## src/rtl/core/dote_pkg.sv

```systemverilog
// ----------------------------------------------------------------------------
// dote_pkg
// Shared constants, command word type and saturating Q32.32 helpers.
// ----------------------------------------------------------------------------
package dote_pkg;

	localparam int MAX_ENTRIES = 1024;
	localparam int MAX_DIM     = 16;
	localparam int MAX_ROWS    = 16;

	localparam int ENTRY_W = $clog2(MAX_ENTRIES);
	localparam int CNT_W   = $clog2(MAX_ENTRIES + 1);
	localparam int ROW_W   = $clog2(MAX_ROWS);
	localparam int SV_AW   = $clog2(MAX_ENTRIES * MAX_DIM);
	localparam int CF_AW   = $clog2(MAX_ENTRIES * MAX_ROWS * MAX_DIM);
	localparam int DIM_CAP = (MAX_DIM < 16) ? MAX_DIM : 16;

	localparam logic [2:0] ACT_HEADER = 3'd0;
	localparam logic [2:0] ACT_LDVAL  = 3'd1;
	localparam logic [2:0] ACT_LDCOEF = 3'd2;
	localparam logic [2:0] ACT_EVAL   = 3'd3;
	localparam logic [2:0] ACT_CLEAR  = 3'd4;

	localparam logic [2:0] RES_INTERP   = 3'd0;
	localparam logic [2:0] RES_POINT    = 3'd1;
	localparam logic [2:0] RES_EMPTY    = 3'd2;
	localparam logic [2:0] RES_ZERO_SEG = 3'd3;
	localparam logic [2:0] RES_FULL     = 3'd4;

	localparam logic [63:0] SAT_MIN = 64'h8000_0000_0000_0000;
	localparam logic [63:0] SAT_MAX = 64'h7FFF_FFFF_FFFF_FFFF;
	localparam logic [63:0] ONE_Q   = 64'h0000_0001_0000_0000;

	typedef struct packed {
		logic [2:0]       act;
		logic [63:0]      t;
		logic [63:0]      s0;
		logic [63:0]      s1;
		logic [63:0]      val;
		logic [ROW_W-1:0] ord;
		logic [ROW_W-1:0] row;
		logic [3:0]       comp;
	} cmd_t;

	function automatic logic [63:0] sadd(input logic [63:0] a, input logic [63:0] b);
		logic [63:0] s;
		s = a + b;
		if (a[63] == b[63] && s[63] != a[63])
			return a[63] ? SAT_MIN : SAT_MAX;
		return s;
	endfunction

	function automatic logic [63:0] ssub(input logic [63:0] a, input logic [63:0] b);
		logic [63:0] s;
		s = a - b;
		if (a[63] != b[63] && s[63] != a[63])
			return a[63] ? SAT_MIN : SAT_MAX;
		return s;
	endfunction

	function automatic logic [63:0] mag(input logic [63:0] a);
		return a[63] ? (~a + 64'd1) : a;
	endfunction

	function automatic logic [63:0] sat_fin(input logic [63:0] q, input logic neg,
			input logic ovf);
		if (neg)
			return (ovf || q > SAT_MIN) ? SAT_MIN : (~q + 64'd1);
		return (ovf || q > SAT_MAX) ? SAT_MAX : q;
	endfunction

	function automatic logic [SV_AW-1:0] sv_addr(input logic [ENTRY_W-1:0] e,
			input logic [3:0] c);
		return SV_AW'(e) * SV_AW'(MAX_DIM) + SV_AW'(c);
	endfunction

	function automatic logic [CF_AW-1:0] cf_addr(input logic [ENTRY_W-1:0] e,
			input logic [ROW_W-1:0] r, input logic [3:0] c);
		return CF_AW'(e) * CF_AW'(MAX_ROWS * MAX_DIM) + CF_AW'(r) * CF_AW'(MAX_DIM)
			+ CF_AW'(c);
	endfunction

endpackage

```

## src/rtl/core/dote_front.sv

```systemverilog
// ----------------------------------------------------------------------------
// dote_front
// Input side: takes words, drops unused actions and out-of-range loads,
// clamps the order and queues commands for the back end (two deep).
// ----------------------------------------------------------------------------
module dote_front (
	input  logic               clk,
	input  logic               arst_n,
	input  logic               in_valid,
	output logic               in_ready,
	input  logic [2:0]         action,
	input  logic signed [63:0] time_req,
	input  logic signed [63:0] seg_start,
	input  logic signed [63:0] seg_end,
	input  logic [3:0]         order,
	input  logic [3:0]         row,
	input  logic [3:0]         component,
	input  logic signed [63:0] value,
	output dote_pkg::cmd_t     cmd,
	output logic               cmd_valid,
	input  logic               cmd_pop
);

	dote_pkg::cmd_t buf_q [2];
	logic           wp_q, rp_q;
	logic [1:0]     cnt_q;
	dote_pkg::cmd_t nc;
	logic           keep, push, comp_ok, row_ok;

	assign in_ready  = (cnt_q != 2'd2);
	assign cmd_valid = (cnt_q != 2'd0);
	assign cmd       = buf_q[rp_q];

	always_comb begin
		comp_ok = (32'(component) < dote_pkg::MAX_DIM);
		row_ok  = (32'(row) < dote_pkg::MAX_ROWS);
		case (action)
			dote_pkg::ACT_HEADER: keep = 1'b1;
			dote_pkg::ACT_LDVAL:  keep = comp_ok;
			dote_pkg::ACT_LDCOEF: keep = comp_ok && row_ok;
			dote_pkg::ACT_EVAL:   keep = 1'b1;
			dote_pkg::ACT_CLEAR:  keep = 1'b1;
			default:              keep = 1'b0;
		endcase
		nc.act  = action;
		nc.t    = time_req;
		nc.s0   = seg_start;
		nc.s1   = seg_end;
		nc.val  = value;
		nc.ord  = (32'(order) > dote_pkg::MAX_ROWS - 2) ?
			dote_pkg::ROW_W'(dote_pkg::MAX_ROWS - 2) : dote_pkg::ROW_W'(order);
		nc.row  = dote_pkg::ROW_W'(row);
		nc.comp = component;
	end

	assign push = in_valid && in_ready && keep;

	always_ff @(posedge clk) begin
		if (push)
			buf_q[wp_q] <= nc;
	end

	always_ff @(posedge clk or negedge arst_n) begin
		if (!arst_n) begin
			wp_q  <= 1'b0;
			rp_q  <= 1'b0;
			cnt_q <= 2'd0;
		end else begin
			if (push)
				wp_q <= ~wp_q;
			if (cmd_pop)
				rp_q <= ~rp_q;
			cnt_q <= cnt_q + 2'(push) - 2'(cmd_pop);
		end
	end

endmodule

```

## config.mk

```make
export PLATFORM = sky130hd
export DESIGN_NAME = dote_front
export DESIGN_NICKNAME = d
export VERILOG_FILES = /design/src/rtl/core/dote_pkg.sv /design/src/rtl/core/dote_front.sv
export SDC_FILE = /design/constraint.sdc
export NUM_CORES = 1
export LEC_CHECK = 0
export ABC_AREA = 0
export ABC_CLOCK_PERIOD_IN_PS = 15300
export BUFFER_PORTS_ARGS = -buffer_cell sky130_fd_sc_hd__buf_2
export CAP_MARGIN = 20
export CELL_PAD_IN_SITES_DETAIL_PLACEMENT = 0
export CELL_PAD_IN_SITES_GLOBAL_PLACEMENT = 1
export CORE_MARGIN = 2
export CORE_UTILIZATION = 46
export CTS_BUF_LIST = sky130_fd_sc_hd__clkbuf_8
export DETAILED_ROUTE_END_ITERATION = 7
export PLACE_DENSITY = 0.9
export SETUP_SLACK_MARGIN = 0.15
export SYNTH_ARGS = -nofsm -noshare
export SYNTH_HDL_FRONTEND = slang
export SYNTH_SLANG_ARGS = --single-unit
export TNS_END_PERCENT = 100
```

## constraint.sdc

```tcl
create_clock -name clk -period 15.3 [get_ports clk]
set_input_delay 2.295 -clock clk [delete_from_list [all_inputs] [get_ports clk]]
set_output_delay 2.295 -clock clk [all_outputs]
set_load 0.02 [all_outputs]
```

---- Word level (Yosys, flattened, before mapping) ----
Memories as Yosys holds them, arrays and structs flattened.
Cells that the tools add are included.
storage, ports and cells
  register bits after elaboration ......... 4
  memory bits (writable) .................. 542
  input bits .............................. 275
  output and inout port bits .............. 273
  logic and storage cells ................. 23
  memories ................................ 1
memory list
  name   depth  bits a word  rd ports  clocked after Yosys merged registers in  write ports  line              RTL
  buf_q  2      271          1         0                                        1            dote_front.sv:24  dote_pkg::cmd_t buf_q [2];
operators by class
  $add $sub $neg .......................... 2
  order comparisons ....................... 1
  equal/unequal tests ..................... 5
  mux-type cells .......................... 4
  bitwise gates (word level) .............. 2
  reduce and logical (&&, ||, !) cells .... 5
operators with widths
  kind                                                  number
  == test 3 x 2 -> 1 bit, second input constant         2
  OR reduction 5 bit                                    1
  greater-than comparator 4 bit, second input constant  1
  2-to-1 mux 4 bit                                      1
  == test 3 x 1 -> 1 bit, second input constant         1
  == test 3 bit, second input constant                  1
  logical NOT 3 bit                                     1
  2-to-1 mux 1 bit                                      3
  adder 2 x 1 -> 2 bit                                  1
  logical AND 1 bit                                     2
  inequality test 2 bit, second input constant          1
  NOT 1 bit                                             2
  nonzero test 2 bit                                    1
  subtractor 2 x 1 -> 2 bit                             1

---- Longest topological paths before layout ----
  depth after elaboration ................. 6
  mapped depth ............................ 7
  gate-level depth less buffers ........... 7

---- Worst setup path after synthesis ----
Ideal clock, no wire load.
  path kind ............................... input-to-reg
  start ................................... in action[1]
  end ..................................... mem buf_q[0][0] in the netlist's numbering, enable pin
  arrival time ............................ 13.858 ns
  data required time ...................... 14.390 ns
  setup slack ............................. 0.533 ns
  cell stages on the path ................. 3
  path through ............................ o21ai_0 > nand3_1 > nor2_1
between the ends
  word-level cells in the longest chain between the ends .. 6
  elaborated cells between the ends (all ways) .. 10
  classes of those cells .................. eq/ne (4); mux (3); reduce/logical (3)
RTL lines
  item                                         line              RTL
  start, declared                              dote_front.sv:11  input logic [2:0] action,
  == test 3 bit, or another cell as far along  dote_front.sv:37  case (action)
  OR reduction 5 bit (no line) *               --
  2-to-1 mux 1 bit *                           dote_front.sv:37
  logical AND 1 bit *                          dote_front.sv:56  assign push = in_valid && in_ready && keep;
  2-to-1 mux 1 bit *                           dote_front.sv:59  if (push)
  2-to-1 mux 1 bit (implied by the code) *     dote_front.sv:60  buf_q[wp_q] <= nc;
  end, declared                                dote_front.sv:24
Every way passes the cells marked *; elsewhere a longest branch is shown, timed or not.

==> out/results.ini <==
[timing]
finalMaxSlewViolations = 0
rsz0062_at_grt = no
worst_pin_slew_ps = 1360
relSlewSlack_pct = 9.47
fmax_mhz = 181
worst_clock_skew_ps = 12.0
finalSetupViolations = 0
finalCriticalPeriod_ps = 5510
hold_viol = 0
tns_ps = 0
fin_crit_sh_pct = 36.0

[routing]
dr.pass1.iters = 4
drc_errors = 0
vias_per_cell = 4.91
wl_per_cell_um = 20.3
num_vias = 10400
wirelength_um = 43300
antenna_left = 0
drt-initial-drc-count = 631

[global_routing]
antenna_found_initial = 13
grt_max_degree = 153
grt_pass1_wl_um = 61300
grtUsageTotal_pct = 18.3
globalRoute.totalOverflow = 0
grt_pass1_vias = 10900

[power_and_ir_drop]
power.density_nw_per_um2 = 184
leakage_nw = 9.60
vdd_drop_max_v = 0.000143
p_total_mw = 4.60

[clock_network]
htree_levels = 3
post_cts_resized = 0
cts_max_path_buffers = 3
postCtsHoldBufs = 0
clock-sinks = 546
clk_latency_ps = 640
cts_tree = done
cts_setup_buffers = 0
cts.clk_slew.worst_paths_ps = 60
cts_buffers = 86
root_buffer = clkbuf_8

[die]
dieArea_sq_um = 45300
start_util_pct = 46.6
ios = 548
core_sq_um = 43100
fp.dieH_um = 213
rows = 76
fp.dieW_um = 213

[placed_design]
detailed_place.area_sq_um = 23400
place.gp.congestion = 0.789
port_buffers = 547
hpwlAfterDp_um = 30100

[final_layout]
finalNetCount = 1756
drive_above_1_share_pct = 60.8
fin_area_sq_um = 25000
syn_to_final_growth_pct = 24.5
final_core_util_pct = 58.1
nFillCells = 3181

[setup_path]
end_kind = output port
critPathKind = reg2out
worstPathMaxFanout = 152
cp.arrival_ps = 3220
cp.required_ps = 13010
startpoint_type = flip-flop

[synth]
ys_seq_elements = 546
synth_warnings = 0
synth.net_count = 1143
yosys-top-cells-area = edfxtp_1, mux2_2, mux2_4
synth_cells = 866
yosysSeqAreaShare_pct = 81.6
yosysTopAreaCell = edfxtp_1
netlist_area_sq_um = 20100
synth_cell_types = 18
syn_area_per_cell_sq_um = 23.2
synth_top_area_share_pct = 81.1

[status]
status = complete, no violations

[hold_path]
holdCritPathClass = reg2reg

[job]
cap_violations = 0

[worst max-delay path, stage by stage, from the launching register on]
cell and delay, ps:
dfrtp_4 870, buf_12 510, mux2_2 470, buf_2 170
[layout make-up]
cell class / count / area, sq um / area share, %
multi-input combinational: 284 / 3460 / 13.8
clock inverter: 57 / 333 / 1.33
tap: 585 / 732 / 2.93
inverter: 3 / 11.3 / 0.0450
sequential: 546 / 16400 / 65.5
antenna: 8 / 20.0 / 0.0800
clock buffer: 89 / 1220 / 4.90
timing repair buffer: 558 / 2850 / 11.4
[cells in the mapped netlist, drive strengths merged]
master and n:
nand3 1, inv 3, buf 30, a31oi 1, edfxtp 542, nor2 2
clkbuf 3, or2 1, mux2 271, nand2b 1, xnor2 3, dfrtp 4
o21ai 1, ha 2, xor2 1
[state kept, by name (all words and copies together) (netlist names)]
name	cells
cnt_q	2
wp_q	1
rp_q	1
buf_q	542
[per-layer routing]
metal	vias up	wire length [um]	part of all wire, %	GRT usage [%]
met3	83	4490	10	7.62
met4	10	1460	3.4	9.33
li1	4708	-	-	-
met5	-	63	0.15	0
met1	5167	15700	36	20.5
met2	480	21600	50	30.2
[per-stage QoR]
stage	setup slack [ps]	hold slack (ps)	cells
after global routing	9700	553	2126
after global placement	9480	498	1975
after detailed placement	9390	519	1975
after CTS	9790	538	2121
after floorplan	533	468	866
final	9790	534	2130
[where the power goes]
group | internal [mW] | switching, mW
combinational | 0.603 | 0.883
clock | 0.602 | 0.528
sequential | 1.91 | 0.0736
total | 3.12 | 1.48
[cells by family after synthesis]
| kind of cell | after synthesis | share of synthesized area, % |
|---|---|---|
| buf+inv | 36 | 1.28 |
| fa+ha+maj | 2 | 0.125 |
| compound gates | 2 | 0.0561 |
| flops | 546 | 81.6 |
| xor+xnor | 4 | 0.174 |
| simple gates | 5 | 0.125 |
| mux | 271 | 16.7 |
[final timing paths]
path	depth (start not counted)	end	from	slack, ps
min reg2reg	1	cnt_q[0]	cnt_q[0]	530
min	1	cnt_q[0]	cnt_q[0]	530
max in group asynchronous	1	rp_q	arst_n	13700
max	3	cmd[160]	rp_q	9790
max reg2reg	5	buf_q[1][243]	cnt_q[1]	11410
min in group asynchronous	1	rp_q	arst_n	1460
[cells in the final DEF (no fill, tap or decap), types with 2 or more instances in the layout]
cell type / n
ha_1: 2
mux2_2: 191
edfxtp_1: 542
buf_2: 547
clkbuf_8: 89
mux2_4: 80
xnor2_1: 3
clkinv_1: 14
inv_1: 33
buf_12: 2
nor2_4: 2
bufinv_16: 4
clkinv_2: 8
diode_2: 8
dfrtp_1: 3
buf_4: 9
Power figures use the tool's default switching activity.
